===== src/line_position_pid_macros.svh =====
// assertion macros for the line position pid block
// used by the top level only, no other dependencies
`ifndef LINE_POSITION_PID_MACROS_SVH
`define LINE_POSITION_PID_MACROS_SVH
`ifndef NO_ASSERTIONS
// same-cycle implication
`define LPP_ASSERT_IMP(label, clk, rst_n, cond, prop, msg) \
	label: assert property (@(posedge clk) disable iff (!rst_n) (cond) |-> (prop)) \
		else $error(msg);
// next-cycle implication
`define LPP_ASSERT_NXT(label, clk, rst_n, cond, prop, msg) \
	label: assert property (@(posedge clk) disable iff (!rst_n) (cond) |=> (prop)) \
		else $error(msg);
`else
`define LPP_ASSERT_IMP(label, clk, rst_n, cond, prop, msg)
`define LPP_ASSERT_NXT(label, clk, rst_n, cond, prop, msg)
`endif
`endif


===== src/lpp_pkg.sv =====
// shared constants and types for the line position pid block
// no dependencies
`timescale 1ns / 1ps

package lpp_pkg;

	// defaults of the top level parameters
	localparam int ZONE_PIXELS_DEF = 40;
	localparam int ZONE_COUNT_DEF  = 8;
	localparam int INPUT_ZONES     = 8;

	// zone offset base, 1/16 pixel
	localparam int OFFSET_BASE = -2232;

	// field widths
	localparam int CNT_W   = 6;
	localparam int SP_W    = 13;
	localparam int GAIN_W  = 16;
	localparam int ERR_W   = 13;
	localparam int SUM_W   = 24;
	localparam int DRIVE_W = 8;
	localparam int DIFF_W  = ERR_W + 1;
	localparam int ACC_W   = GAIN_W + SUM_W + 2;
	localparam int PCNT_W  = $clog2(GAIN_W + 1);

	// drive value is acc scaled down by 2^12
	localparam int DRIVE_SHIFT = 12;

	localparam int ERR_MIN = -(2 ** (ERR_W - 1));
	localparam int ERR_MAX = (2 ** (ERR_W - 1)) - 1;
	localparam int SUM_MIN = -(2 ** (SUM_W - 1));
	localparam int SUM_MAX = (2 ** (SUM_W - 1)) - 1;

	// configuration register map
	localparam int CFG_IDX_W = 4;
	localparam logic [CFG_IDX_W-1:0] CFG_SETPOINT = 4'd0;
	localparam logic [CFG_IDX_W-1:0] CFG_GAIN_P   = 4'd1;
	localparam logic [CFG_IDX_W-1:0] CFG_GAIN_I   = 4'd2;
	localparam logic [CFG_IDX_W-1:0] CFG_GAIN_D   = 4'd3;

	localparam logic signed [SP_W-1:0] SETPOINT_RST = 13'sd592;
	localparam logic [GAIN_W-1:0]      GAIN_P_RST   = 16'd2560;
	localparam logic [GAIN_W-1:0]      GAIN_I_RST   = 16'd0;
	localparam logic [GAIN_W-1:0]      GAIN_D_RST   = 16'd0;

	// divider widths for the default zone setup
	localparam int DIV_DVD_W_DEF = 23;
	localparam int DIV_DVS_W_DEF = 10;
	localparam int DIV_Q_W_DEF   = 12;

	// divider status back to the sequencer
	typedef struct packed {
		logic busy;
		logic done;
	} div_sts_t;

endpackage


===== src/lpp_div.sv =====
// bit-serial restoring divider, one quotient bit per cycle
// depends on lpp_pkg for the status struct and the default widths
`timescale 1ns / 1ps

module lpp_div #(
	parameter int DVD_W = lpp_pkg::DIV_DVD_W_DEF,
	parameter int DVS_W = lpp_pkg::DIV_DVS_W_DEF,
	parameter int Q_W   = lpp_pkg::DIV_Q_W_DEF
) (
	input  logic                 clk,
	input  logic                 arst_n,
	input  logic                 start,
	input  logic [DVD_W-1:0]     dividend,
	input  logic [DVS_W-1:0]     divisor,
	output lpp_pkg::div_sts_t    sts,
	output logic [Q_W-1:0]       quotient
);

	localparam int CNT_W = $clog2(Q_W + 1);

	logic [DVS_W-1:0] rem_q;
	logic [DVS_W-1:0] dvs_q;
	logic [Q_W-1:0]   lo_q;
	logic [CNT_W-1:0] cnt_q;
	logic             busy_q;
	logic             done_q;

	logic [DVS_W:0]   trial;
	logic             ge;
	logic [DVS_W:0]   diff;

	// quotient is known to fit Q_W bits, so the top part starts below the divisor
	assign trial = {rem_q, lo_q[Q_W-1]};
	assign ge    = trial >= {1'b0, dvs_q};
	assign diff  = trial - {1'b0, dvs_q};

	always_ff @(posedge clk or negedge arst_n) begin
		if (!arst_n) begin
			busy_q <= 1'b0;
			done_q <= 1'b0;
			cnt_q  <= '0;
		end else begin
			done_q <= busy_q && (cnt_q == CNT_W'(1));
			if (start) begin
				busy_q <= 1'b1;
				cnt_q  <= CNT_W'(Q_W);
			end else if (busy_q) begin
				cnt_q <= cnt_q - CNT_W'(1);
				if (cnt_q == CNT_W'(1)) begin
					busy_q <= 1'b0;
				end
			end
		end
	end

	always_ff @(posedge clk) begin
		if (start) begin
			rem_q <= dividend[Q_W+DVS_W-1:Q_W];
			lo_q  <= dividend[Q_W-1:0];
			dvs_q <= divisor;
		end else if (busy_q) begin
			rem_q <= ge ? diff[DVS_W-1:0] : trial[DVS_W-1:0];
			lo_q  <= {lo_q[Q_W-2:0], ge};
		end
	end

	assign sts.busy = busy_q;
	assign sts.done = done_q;
	assign quotient = lo_q;

endmodule


===== src/line_position_pid.sv =====
// line position pid: zone centroid, position error and saturated pid drive value
// depends on lpp_pkg, lpp_div and line_position_pid_macros.svh
`timescale 1ns / 1ps
//
// channel   direction  handshake              payload
// -------   ---------  ---------------------  --------------------------------------
// in        sink       in_valid / in_stall    zone_count_0 .. zone_count_7
// out       source     out_valid / out_stall  drive_value, position_error, line_lost
// cfg       sink       cfg_valid / cfg_ready  cfg_index, cfg_data
//
// one request at a time; with the default zone setup a request passes 8 zone
// steps, 12 divider steps and 16 gain bits, and one with no zone weight skips
// the divider and the pid; the zone multiply-accumulate, the serial divider
// and the bit-serial pid multiply run one after another
// reset clears the sequencer, the pid state and loads the register defaults
// a finished result waits in the output register; the next request is taken
// meanwhile, only a second finished result waits for out_stall to drop

module line_position_pid #(
	parameter int ZONE_PIXELS = lpp_pkg::ZONE_PIXELS_DEF,
	parameter int ZONE_COUNT  = lpp_pkg::ZONE_COUNT_DEF
) (
	input  logic                              clk,
	input  logic                              arst_n,
	// input channel
	input  logic                              in_valid,
	output logic                              in_stall,
	input  logic [lpp_pkg::CNT_W-1:0]         zone_count_0,
	input  logic [lpp_pkg::CNT_W-1:0]         zone_count_1,
	input  logic [lpp_pkg::CNT_W-1:0]         zone_count_2,
	input  logic [lpp_pkg::CNT_W-1:0]         zone_count_3,
	input  logic [lpp_pkg::CNT_W-1:0]         zone_count_4,
	input  logic [lpp_pkg::CNT_W-1:0]         zone_count_5,
	input  logic [lpp_pkg::CNT_W-1:0]         zone_count_6,
	input  logic [lpp_pkg::CNT_W-1:0]         zone_count_7,
	// result channel
	output logic                              out_valid,
	input  logic                              out_stall,
	output logic [lpp_pkg::DRIVE_W-1:0]       drive_value,
	output logic signed [lpp_pkg::ERR_W-1:0]  position_error,
	output logic                              line_lost,
	// configuration write channel
	input  logic                              cfg_valid,
	output logic                              cfg_ready,
	input  logic [lpp_pkg::CFG_IDX_W-1:0]     cfg_index,
	input  logic [lpp_pkg::GAIN_W-1:0]        cfg_data
);

`include "line_position_pid_macros.svh"

	// zones beyond the input fields carry no weight, so they are never visited
	localparam int USED      = (ZONE_COUNT < lpp_pkg::INPUT_ZONES) ? ZONE_COUNT
	                                                               : lpp_pkg::INPUT_ZONES;
	localparam int WGT_W     = $clog2(ZONE_PIXELS + 1);
	localparam int CMP_W     = (WGT_W > lpp_pkg::CNT_W) ? WGT_W : lpp_pkg::CNT_W;
	localparam int DEN_W     = $clog2(USED * ZONE_PIXELS + 1);
	localparam int ZCNT_W    = $clog2(USED + 1);
	localparam int OFF_STEP  = 16 * ZONE_PIXELS;
	localparam int OFF_FIRST = lpp_pkg::OFFSET_BASE + OFF_STEP;
	localparam int OFF_LAST  = lpp_pkg::OFFSET_BASE + OFF_STEP * USED;
	localparam int ABS_FIRST = (OFF_FIRST < 0) ? -OFF_FIRST : OFF_FIRST;
	localparam int ABS_LAST  = (OFF_LAST < 0) ? -OFF_LAST : OFF_LAST;
	localparam int OFF_MAX   = (ABS_FIRST > ABS_LAST) ? ABS_FIRST : ABS_LAST;
	localparam int Q_W       = $clog2(OFF_MAX + 1);
	localparam int OFF_W     = Q_W + 1;
	localparam int CEN_W     = Q_W + 1;
	localparam int NUM_W     = Q_W + DEN_W + 1;
	localparam int MAG_W     = NUM_W - 1;
	localparam int PROD_W    = WGT_W + 1 + OFF_W;
	localparam int DVD_W     = MAG_W + 2;
	localparam int DVS_W     = DEN_W + 1;
	localparam int ERW       = ((lpp_pkg::SP_W > CEN_W) ? lpp_pkg::SP_W : CEN_W) + 1;
	localparam int SRW       = lpp_pkg::SUM_W + 1;
	localparam int ACC_W     = lpp_pkg::ACC_W;
	localparam int GAIN_W    = lpp_pkg::GAIN_W;
	localparam int ERR_W     = lpp_pkg::ERR_W;
	localparam int SUM_W     = lpp_pkg::SUM_W;
	localparam int DIFF_W    = lpp_pkg::DIFF_W;
	localparam int PCNT_W    = lpp_pkg::PCNT_W;
	localparam int DRV_LO    = lpp_pkg::DRIVE_SHIFT;
	localparam int DRV_HI    = lpp_pkg::DRIVE_SHIFT + lpp_pkg::DRIVE_W;

	typedef enum logic [7:0] {
		ST_IDLE = 8'b0000_0001,
		ST_ACC  = 8'b0000_0010,
		ST_CHK  = 8'b0000_0100,
		ST_DIV  = 8'b0000_1000,
		ST_ERR  = 8'b0001_0000,
		ST_SUM  = 8'b0010_0000,
		ST_PID  = 8'b0100_0000,
		ST_DONE = 8'b1000_0000
	} state_t;

	state_t state_q;

	// configuration registers
	logic signed [lpp_pkg::SP_W-1:0] setpoint_q;
	logic [GAIN_W-1:0]               gain_p_q;
	logic [GAIN_W-1:0]               gain_i_q;
	logic [GAIN_W-1:0]               gain_d_q;

	// pid state
	logic signed [SUM_W-1:0] error_sum_q;
	logic signed [ERR_W-1:0] last_error_q;

	// zone accumulation
	logic [lpp_pkg::CNT_W-1:0] cnt_in [lpp_pkg::INPUT_ZONES];
	logic [WGT_W-1:0]          wgt_in [USED];
	logic [WGT_W-1:0]          wgt_q  [USED];
	logic [ZCNT_W-1:0]         zcnt_q;
	logic signed [OFF_W-1:0]   off_q;
	logic signed [NUM_W-1:0]   num_q;
	logic [DEN_W-1:0]          den_q;
	logic signed [PROD_W-1:0]  prod;

	// divide and error
	logic                      neg_q;
	logic                      lost_q;
	logic [MAG_W-1:0]          mag;
	logic [DVD_W-1:0]          dividend;
	logic                      div_start;
	lpp_pkg::div_sts_t         div_sts;
	logic [Q_W-1:0]            quotient;
	logic signed [CEN_W-1:0]   cen_q;
	logic signed [ERW-1:0]     err_raw;
	logic signed [ERR_W-1:0]   err_q;
	logic signed [SRW-1:0]     sum_raw;
	logic signed [SUM_W-1:0]   esum_q;
	logic signed [DIFF_W-1:0]  diff_q;

	// bit-serial pid multiply, gain bits msb first
	logic [GAIN_W-1:0]         gp_sr_q;
	logic [GAIN_W-1:0]         gi_sr_q;
	logic [GAIN_W-1:0]         gd_sr_q;
	logic [PCNT_W-1:0]         pcnt_q;
	logic signed [ACC_W-1:0]   acc_q;
	logic signed [ACC_W-1:0]   acc_next;
	logic [lpp_pkg::DRIVE_W-1:0] drive;

	// output register
	logic                      out_valid_q;
	logic                      out_load;

	assign cnt_in[0] = zone_count_0;
	assign cnt_in[1] = zone_count_1;
	assign cnt_in[2] = zone_count_2;
	assign cnt_in[3] = zone_count_3;
	assign cnt_in[4] = zone_count_4;
	assign cnt_in[5] = zone_count_5;
	assign cnt_in[6] = zone_count_6;
	assign cnt_in[7] = zone_count_7;

	// weight = zone width minus the count, count clamped to the zone width
	always_comb begin
		for (int i = 0; i < USED; i++) begin
			if (CMP_W'(cnt_in[i]) > CMP_W'(ZONE_PIXELS)) begin
				wgt_in[i] = '0;
			end else begin
				wgt_in[i] = WGT_W'(CMP_W'(ZONE_PIXELS) - CMP_W'(cnt_in[i]));
			end
		end
	end

	assign in_stall  = (state_q != ST_IDLE);
	assign cfg_ready = 1'b1;

	// one zone per cycle: weight times its offset
	assign prod = $signed({1'b0, wgt_q[0]}) * off_q;

	// the sign comes straight from the sum, the divider loads in the check step
	assign mag       = num_q[NUM_W-1] ? MAG_W'(-num_q) : MAG_W'(num_q);
	// round half away from zero: (2*mag + den) / (2*den)
	assign dividend  = {1'b0, mag, 1'b0} + DVD_W'(den_q);
	assign div_start = (state_q == ST_CHK) && (den_q != '0);

	lpp_div #(
		.DVD_W(DVD_W),
		.DVS_W(DVS_W),
		.Q_W  (Q_W)
	) u_div (
		.clk     (clk),
		.arst_n  (arst_n),
		.start   (div_start),
		.dividend(dividend),
		.divisor ({den_q, 1'b0}),
		.sts     (div_sts),
		.quotient(quotient)
	);

	assign err_raw = ERW'(setpoint_q) - ERW'(cen_q);
	assign sum_raw = SRW'(error_sum_q) + SRW'(err_q);

	assign acc_next = (acc_q <<< 1)
		+ (gp_sr_q[GAIN_W-1] ? ACC_W'(err_q)  : ACC_W'(0))
		+ (gi_sr_q[GAIN_W-1] ? ACC_W'(esum_q) : ACC_W'(0))
		+ (gd_sr_q[GAIN_W-1] ? ACC_W'(diff_q) : ACC_W'(0));

	// zero when not positive, else acc >> 12 saturated to a byte
	always_comb begin
		if (acc_q[ACC_W-1] || (acc_q == '0)) begin
			drive = '0;
		end else if (|acc_q[ACC_W-2:DRV_HI]) begin
			drive = '1;
		end else begin
			drive = acc_q[DRV_HI-1:DRV_LO];
		end
	end

	assign out_load = (state_q == ST_DONE) && (!out_valid_q || !out_stall);

	// configuration writes
	always_ff @(posedge clk or negedge arst_n) begin
		if (!arst_n) begin
			setpoint_q <= lpp_pkg::SETPOINT_RST;
			gain_p_q   <= lpp_pkg::GAIN_P_RST;
			gain_i_q   <= lpp_pkg::GAIN_I_RST;
			gain_d_q   <= lpp_pkg::GAIN_D_RST;
		end else if (cfg_valid && cfg_ready) begin
			unique case (cfg_index)
				lpp_pkg::CFG_SETPOINT: setpoint_q <= cfg_data[lpp_pkg::SP_W-1:0];
				lpp_pkg::CFG_GAIN_P:   gain_p_q   <= cfg_data;
				lpp_pkg::CFG_GAIN_I:   gain_i_q   <= cfg_data;
				lpp_pkg::CFG_GAIN_D:   gain_d_q   <= cfg_data;
				default: begin
				end
			endcase
		end
	end

	// sequencer and pid state
	always_ff @(posedge clk or negedge arst_n) begin
		if (!arst_n) begin
			state_q      <= ST_IDLE;
			out_valid_q  <= 1'b0;
			error_sum_q  <= '0;
			last_error_q <= '0;
			zcnt_q       <= '0;
			pcnt_q       <= '0;
		end else begin
			if (out_load) begin
				out_valid_q <= 1'b1;
			end else if (!out_stall) begin
				out_valid_q <= 1'b0;
			end
			unique case (state_q)
				ST_IDLE: begin
					if (in_valid) begin
						zcnt_q  <= ZCNT_W'(USED);
						state_q <= ST_ACC;
					end
				end
				ST_ACC: begin
					zcnt_q <= zcnt_q - ZCNT_W'(1);
					if (zcnt_q == ZCNT_W'(1)) begin
						state_q <= ST_CHK;
					end
				end
				ST_CHK: begin
					// an all-zero weight sum skips straight to the result
					state_q <= (den_q == '0) ? ST_DONE : ST_DIV;
				end
				ST_DIV: begin
					if (div_sts.done) begin
						state_q <= ST_ERR;
					end
				end
				ST_ERR: begin
					state_q <= ST_SUM;
				end
				ST_SUM: begin
					pcnt_q  <= PCNT_W'(GAIN_W);
					state_q <= ST_PID;
				end
				ST_PID: begin
					pcnt_q <= pcnt_q - PCNT_W'(1);
					if (pcnt_q == PCNT_W'(1)) begin
						state_q <= ST_DONE;
					end
				end
				ST_DONE: begin
					if (out_load) begin
						if (!lost_q) begin
							error_sum_q  <= esum_q;
							last_error_q <= err_q;
						end
						state_q <= ST_IDLE;
					end
				end
				default: begin
					state_q <= ST_IDLE;
				end
			endcase
		end
	end

	// datapath registers
	always_ff @(posedge clk) begin
		if (state_q == ST_IDLE) begin
			wgt_q <= wgt_in;
			off_q <= OFF_W'(OFF_FIRST);
			num_q <= '0;
			den_q <= '0;
		end
		if (state_q == ST_ACC) begin
			for (int i = 0; i < USED - 1; i++) begin
				wgt_q[i] <= wgt_q[i+1];
			end
			wgt_q[USED-1] <= '0;
			off_q <= off_q + OFF_W'(OFF_STEP);
			num_q <= num_q + NUM_W'(prod);
			den_q <= den_q + DEN_W'(wgt_q[0]);
		end
		if (state_q == ST_CHK) begin
			neg_q  <= num_q[NUM_W-1];
			lost_q <= (den_q == '0);
		end
		if ((state_q == ST_DIV) && div_sts.done) begin
			cen_q <= neg_q ? -$signed({1'b0, quotient}) : $signed({1'b0, quotient});
		end
		if (state_q == ST_ERR) begin
			if (err_raw < ERW'(lpp_pkg::ERR_MIN)) begin
				err_q <= ERR_W'(lpp_pkg::ERR_MIN);
			end else if (err_raw > ERW'(lpp_pkg::ERR_MAX)) begin
				err_q <= ERR_W'(lpp_pkg::ERR_MAX);
			end else begin
				err_q <= err_raw[ERR_W-1:0];
			end
		end
		if (state_q == ST_SUM) begin
			if (sum_raw < SRW'(lpp_pkg::SUM_MIN)) begin
				esum_q <= SUM_W'(lpp_pkg::SUM_MIN);
			end else if (sum_raw > SRW'(lpp_pkg::SUM_MAX)) begin
				esum_q <= SUM_W'(lpp_pkg::SUM_MAX);
			end else begin
				esum_q <= sum_raw[SUM_W-1:0];
			end
			diff_q  <= DIFF_W'(err_q) - DIFF_W'(last_error_q);
			gp_sr_q <= gain_p_q;
			gi_sr_q <= gain_i_q;
			gd_sr_q <= gain_d_q;
			acc_q   <= '0;
		end
		if (state_q == ST_PID) begin
			acc_q   <= acc_next;
			gp_sr_q <= gp_sr_q << 1;
			gi_sr_q <= gi_sr_q << 1;
			gd_sr_q <= gd_sr_q << 1;
		end
		if (out_load) begin
			drive_value    <= lost_q ? '0 : drive;
			position_error <= lost_q ? '0 : err_q;
			line_lost      <= lost_q;
		end
	end

	assign out_valid = out_valid_q;

	// a lost line reports zeros
	`LPP_ASSERT_IMP(a_lost_zero, clk, arst_n, out_valid && line_lost,
		(drive_value == '0) && (position_error == '0), "lost result is not zero")
	// divider finishes only while the sequencer waits for it
	`LPP_ASSERT_IMP(a_div_done_state, clk, arst_n, div_sts.done,
		state_q == ST_DIV, "divider done outside the divide step")
	// a lost line leaves the pid state alone
	`LPP_ASSERT_NXT(a_lost_keeps_state, clk, arst_n, (state_q == ST_DONE) && lost_q,
		$stable(error_sum_q) && $stable(last_error_q), "pid state changed on lost line")

endmodule


===== config.mk =====
export PLATFORM = sky130hd
export DESIGN_NAME = line_position_pid
export DESIGN_NICKNAME = d
export VERILOG_FILES = /design/src/lpp_pkg.sv /design/src/lpp_div.sv /design/src/line_position_pid.sv
export VERILOG_INCLUDE_DIRS = /design/src /design/src/src
export SDC_FILE = /design/constraint.sdc
export NUM_CORES = 1
export LEC_CHECK = 0
export CAP_MARGIN = 10
export CORE_ASPECT_RATIO = 1.5
export CORE_MARGIN = 1.5
export CORE_UTILIZATION = 30
export DETAILED_ROUTE_END_ITERATION = 6
export DONT_BUFFER_PORTS = 1
export GPL_TIMING_DRIVEN = 0
export SLEW_MARGIN = 20
export SYNTH_ARGS = -nofsm -noshare
export SYNTH_HDL_FRONTEND = slang
export SYNTH_SLANG_ARGS = --single-unit

===== constraint.sdc =====
create_clock -name clk -period 11.25 [get_ports clk]
set_clock_uncertainty 0.1 [all_clocks]
set_input_delay 0.5625 -clock clk [delete_from_list [all_inputs] [get_ports clk]]
set_output_delay 0.5625 -clock clk [all_outputs]
set_load 0.05 [all_outputs]

==> summary.md <==
| Metric | Value |
|---|---|
| MaxCap Viol Count | `0` |
| DPL Wire Length | `between 40,000 and 50,000 um` |
| DIE WIDTH | `around 250 um` |
| Crit. End Element | `flip-flop` |
| R2r setup slk | `5210 ps` |
| Critical path data required time | `11,460 ps` |
| Mapped Area | `approximately 0.027 mm2` |
| WS Path Type | `reg2reg` |
| Sink Count | `roughly 410` |
| Layout cell share with drive strength beyond 1 | `8.54%` |
| DRC errors left | `3` |
| Max incr delay on CP | `about 840 ps` |
| Crit path buffers/inverters | `2` |
| Hold Fails Final Rpt | `0` |
| IO Count | `98` |
| Worst-Skew Late Latency | `580 ps` |
| CP delay by family, top | `compound AO/OA/AOI/OAI gates` |
| Final RePlAce weighted congestion | `0.843` |
| Top-count cell post-synth | `inv_1` |
| Leak | `12.9 nW` |
| Worst hold path endpoint | `gain_p_q[1]$_DFFE_PN0P_` |
| Final wirelength | `64,100 um` |
| Setup Fix Bufs, Post-CTS | `0` |
| FF-to-FF End | `acc_q[35]$_SDFFCE_PN0P_` |
| Tcrit/Tclk final | `between 50 and 60%` |
| Vias | `between 15,000 and 20,000` |
| Slew @ Worst Pin | `1070 ps` |
| Post-synth top area cell | `edfxtp_1` |
| Post-DP Area | `approximately 0.029 mm2` |
| Htree depth | `2` |
| Synth area leaders | `edfxtp_1, dfrtp_1, fa_1, ha_1, inv_1` |
| Status | `finished with violations` |
| Hold WC Path Type | `in2reg` |
| Startpoint types | `flip-flop` |
| Initial DRT Pass Iterations | `7` |
| Cell count after synthesis | `2,488` |
| Root Buffer | `clkbuf_16` |
| NumNets Final | `2,945` |
| Top post-synthesis cells by count | `inv_1, edfxtp_1, nand2_1` |
| Cell variety after synth | `88` |
| Initial antenna violation count | `2` |
| Largest net degree at the start of global routing | `123` |
| Setup_tns | `0 ps` |
| Crit-path most repeated cell | `a21o_1` |
| Core area | `about 0.089 mm2` |
| Syn_area_per_cell | `10.9 um2` |
| Critical path peak fanout | `19` |
| Vias per cell | `4.78` |
| Slew Limit Fails | `0` |
| Min-Delay Path Depth | `1` |
| #FFs+latches synth | `413` |
| Routed Antenna Nets | `0` |
| Clock-pin slew on the worst setup and hold paths | `60 ps` |
| Synthesized Nets | `about 2,900` |
| Fmax | `165 MHz` |
| Post-CTS sizing | `0` |
| Reg-to-Reg Start | `err_q[12]$_SDFFCE_PP1P_` |
| Post-synth EDFFs | `282` |
| R2R depth | `17` |
| Setup Viol. Count Final | `0` |
| DRT iter0 DRCs | `approximately 740` |
| TritonCTS Buffers | `47` |
| Synth warn | `0` |
| Total GRT Usage | `14.3%` |
| Design Power | `a little under 10 mW` |
| Hold Crit Start | `cfg_data[1]` |
| Routed WL per cell | `17.0 um` |
| Syn-to-layout area delta | `13.0%` |
| RSZ-0062 raised after global routing | `no` |
| PwrDens | `323 mW/mm2` |
| Row count | `134` |
| Part of the Yosys area used for sequential elements | `43.4%` |
| Async SR Flop Fraction | `29.5%` |
| Area of the die | `0.0919 mm2` |
| CTS max path bufs | `3` |
| First-pass GRT wire length | `103,000 um` |
| Worst slew margin | `28.5%` |
| Cell-by-cell listing of the critical path | `nand2_2, buf_12, fa_1, inv_1, fa_1, ha_1, a21o_1, a21o_1, a21o_1, o41a_1, o31ai_1, nand4b_1, a21oi_1, nor2_1, a41oi_1, xor2_1, nor2_1` |
| Grt ovf | `0` |
| CTS tree | `built` |
| Ys flop type | `edfxtp_1` |
| Initial core utilization | `a little under a third` |
| Crit. Startpoint | `err_q[12]$_SDFFCE_PP1P_` |
| Failing checks | `DRC` |
| Vias in the first global route | `19,200` |
| Slowest cell on the critical path | `edfxtp_1` |
| Fin area | `slightly above 0.03 mm2` |
| Area fraction of the dominant cell type after synthesis | `31.4%` |
| Min cycle time layout | `6040 ps` |
| Number of buffers added on ports | `0` |
| Peak VDD IR | `0.392 mV` |
| Die Span Y | `about 370 um` |
| WP data arrival | `~6300 ps` |
-- layer usage --
metal	vias up	GRT usage [%]	routed length, um
met5	-	0	0
met2	268	28.2	35800
li1	8776	-	-
met1	8840	15.0	23900
met4	0	5.44	2190
met3	103	2.14	2190
-- state kept, by name (all words and copies together) (netlist names), 9 cells and up --
name            flops
gain_d_q           16
gd_sr_q            16
acc_q              42
diff_q             14
u_div.quotient     12
num_q              19
err_q              13
last_error_q       13
gp_sr_q            16
esum_q             24
u_div.rem_q        10
den_q               9
error_sum_q        24
position_error     13
wgt_q              48
gain_i_q           16
setpoint_q         13
gi_sr_q            16
cen_q              13
gain_p_q           16
u_div.dvs_q         9
-- through the flow --
stage,utilization (%),setup WS [ps],std cells,hold slack [ps]
5_1_grt,34.3,4790,3757,7.94
3_3_place_gp,32.0,4010,3644,188
6_report,34.3,5210,3761,43.4
4_1_cts,34.2,5130,3755,0.00294
2_1_floorplan,-,5540,2488,167
3_5_place_dp,32.2,5180,3652,188
-- layout by cell type, fill, tap and decap left out, types with 114 or more instances in the layout --
cell | Yosys | layout
inv_1 | 323 | 321
edfxtp_1 | 282 | 282
nand2_1 | 202 | 200
ha_1 | 172 | 172
fa_1 | 139 | 139
nor2_1 | 131 | 131
o21ai_0 | 127 | 127
a21oi_1 | 123 | 122
dfrtp_1 | 116 | 116
xnor2_1 | 114 | 114
-- power by group --
group          switching, mW  internal [mW]  total (mW)
clock network          0.646           1.01        1.65
registers              0.238           2.08        2.31
logic                   3.29           2.59        5.88
-- layout make-up --
type | count | area [um2]
diodes | 6 | 15.0
plain buffers | 68 | 282
clock buffers | 68 | 1400
clock inverters | 19 | 267
fillers | 8952 | 58500
inverters | 323 | 1220
multi-input cells | 1684 | 13900
flip-flops and latches | 413 | 11700
well taps | 1156 | 1450
repair buffers | 24 | 320
-- timing repair --
action	in CTS	in global routing
endpoints found under the setup margin	0	0
hold endpoints to repair	159	0
hold buffers	16	0
-- how the worst max path moves through the flow --
stage                                    endpoint  cells after the start  slack, ps
after floorplan           acc_q[37]$_SDFFCE_PN0P_                     16       5540
after global placement    acc_q[35]$_SDFFCE_PN0P_                     16       4010
after detailed placement  acc_q[41]$_SDFFCE_PN0P_                     17       5180
after CTS                 acc_q[41]$_SDFFCE_PN0P_                     17       5130
after global routing      acc_q[38]$_SDFFCE_PN0P_                     18       4790
final                     acc_q[35]$_SDFFCE_PN0P_                     17       5210
-- kinds of logic (layout without fill, tap and decap cells) --
family / after synthesis / after routing / synth area share, %
buf+inv: 391 / 502 / 5.51
simple gates: 596 / 596 / 10.8
fa+ha+maj: 316 / 316 / 18.5
xor+xnor: 173 / 173 / 5.68
mux: 85 / 85 / 3.53
flops: 413 / 413 / 43.4
compound gates: 512 / 512 / 12.6
other cells: 2 / 8 / 0.0278
No activity file was read; power rests on OpenSTA's default activity.
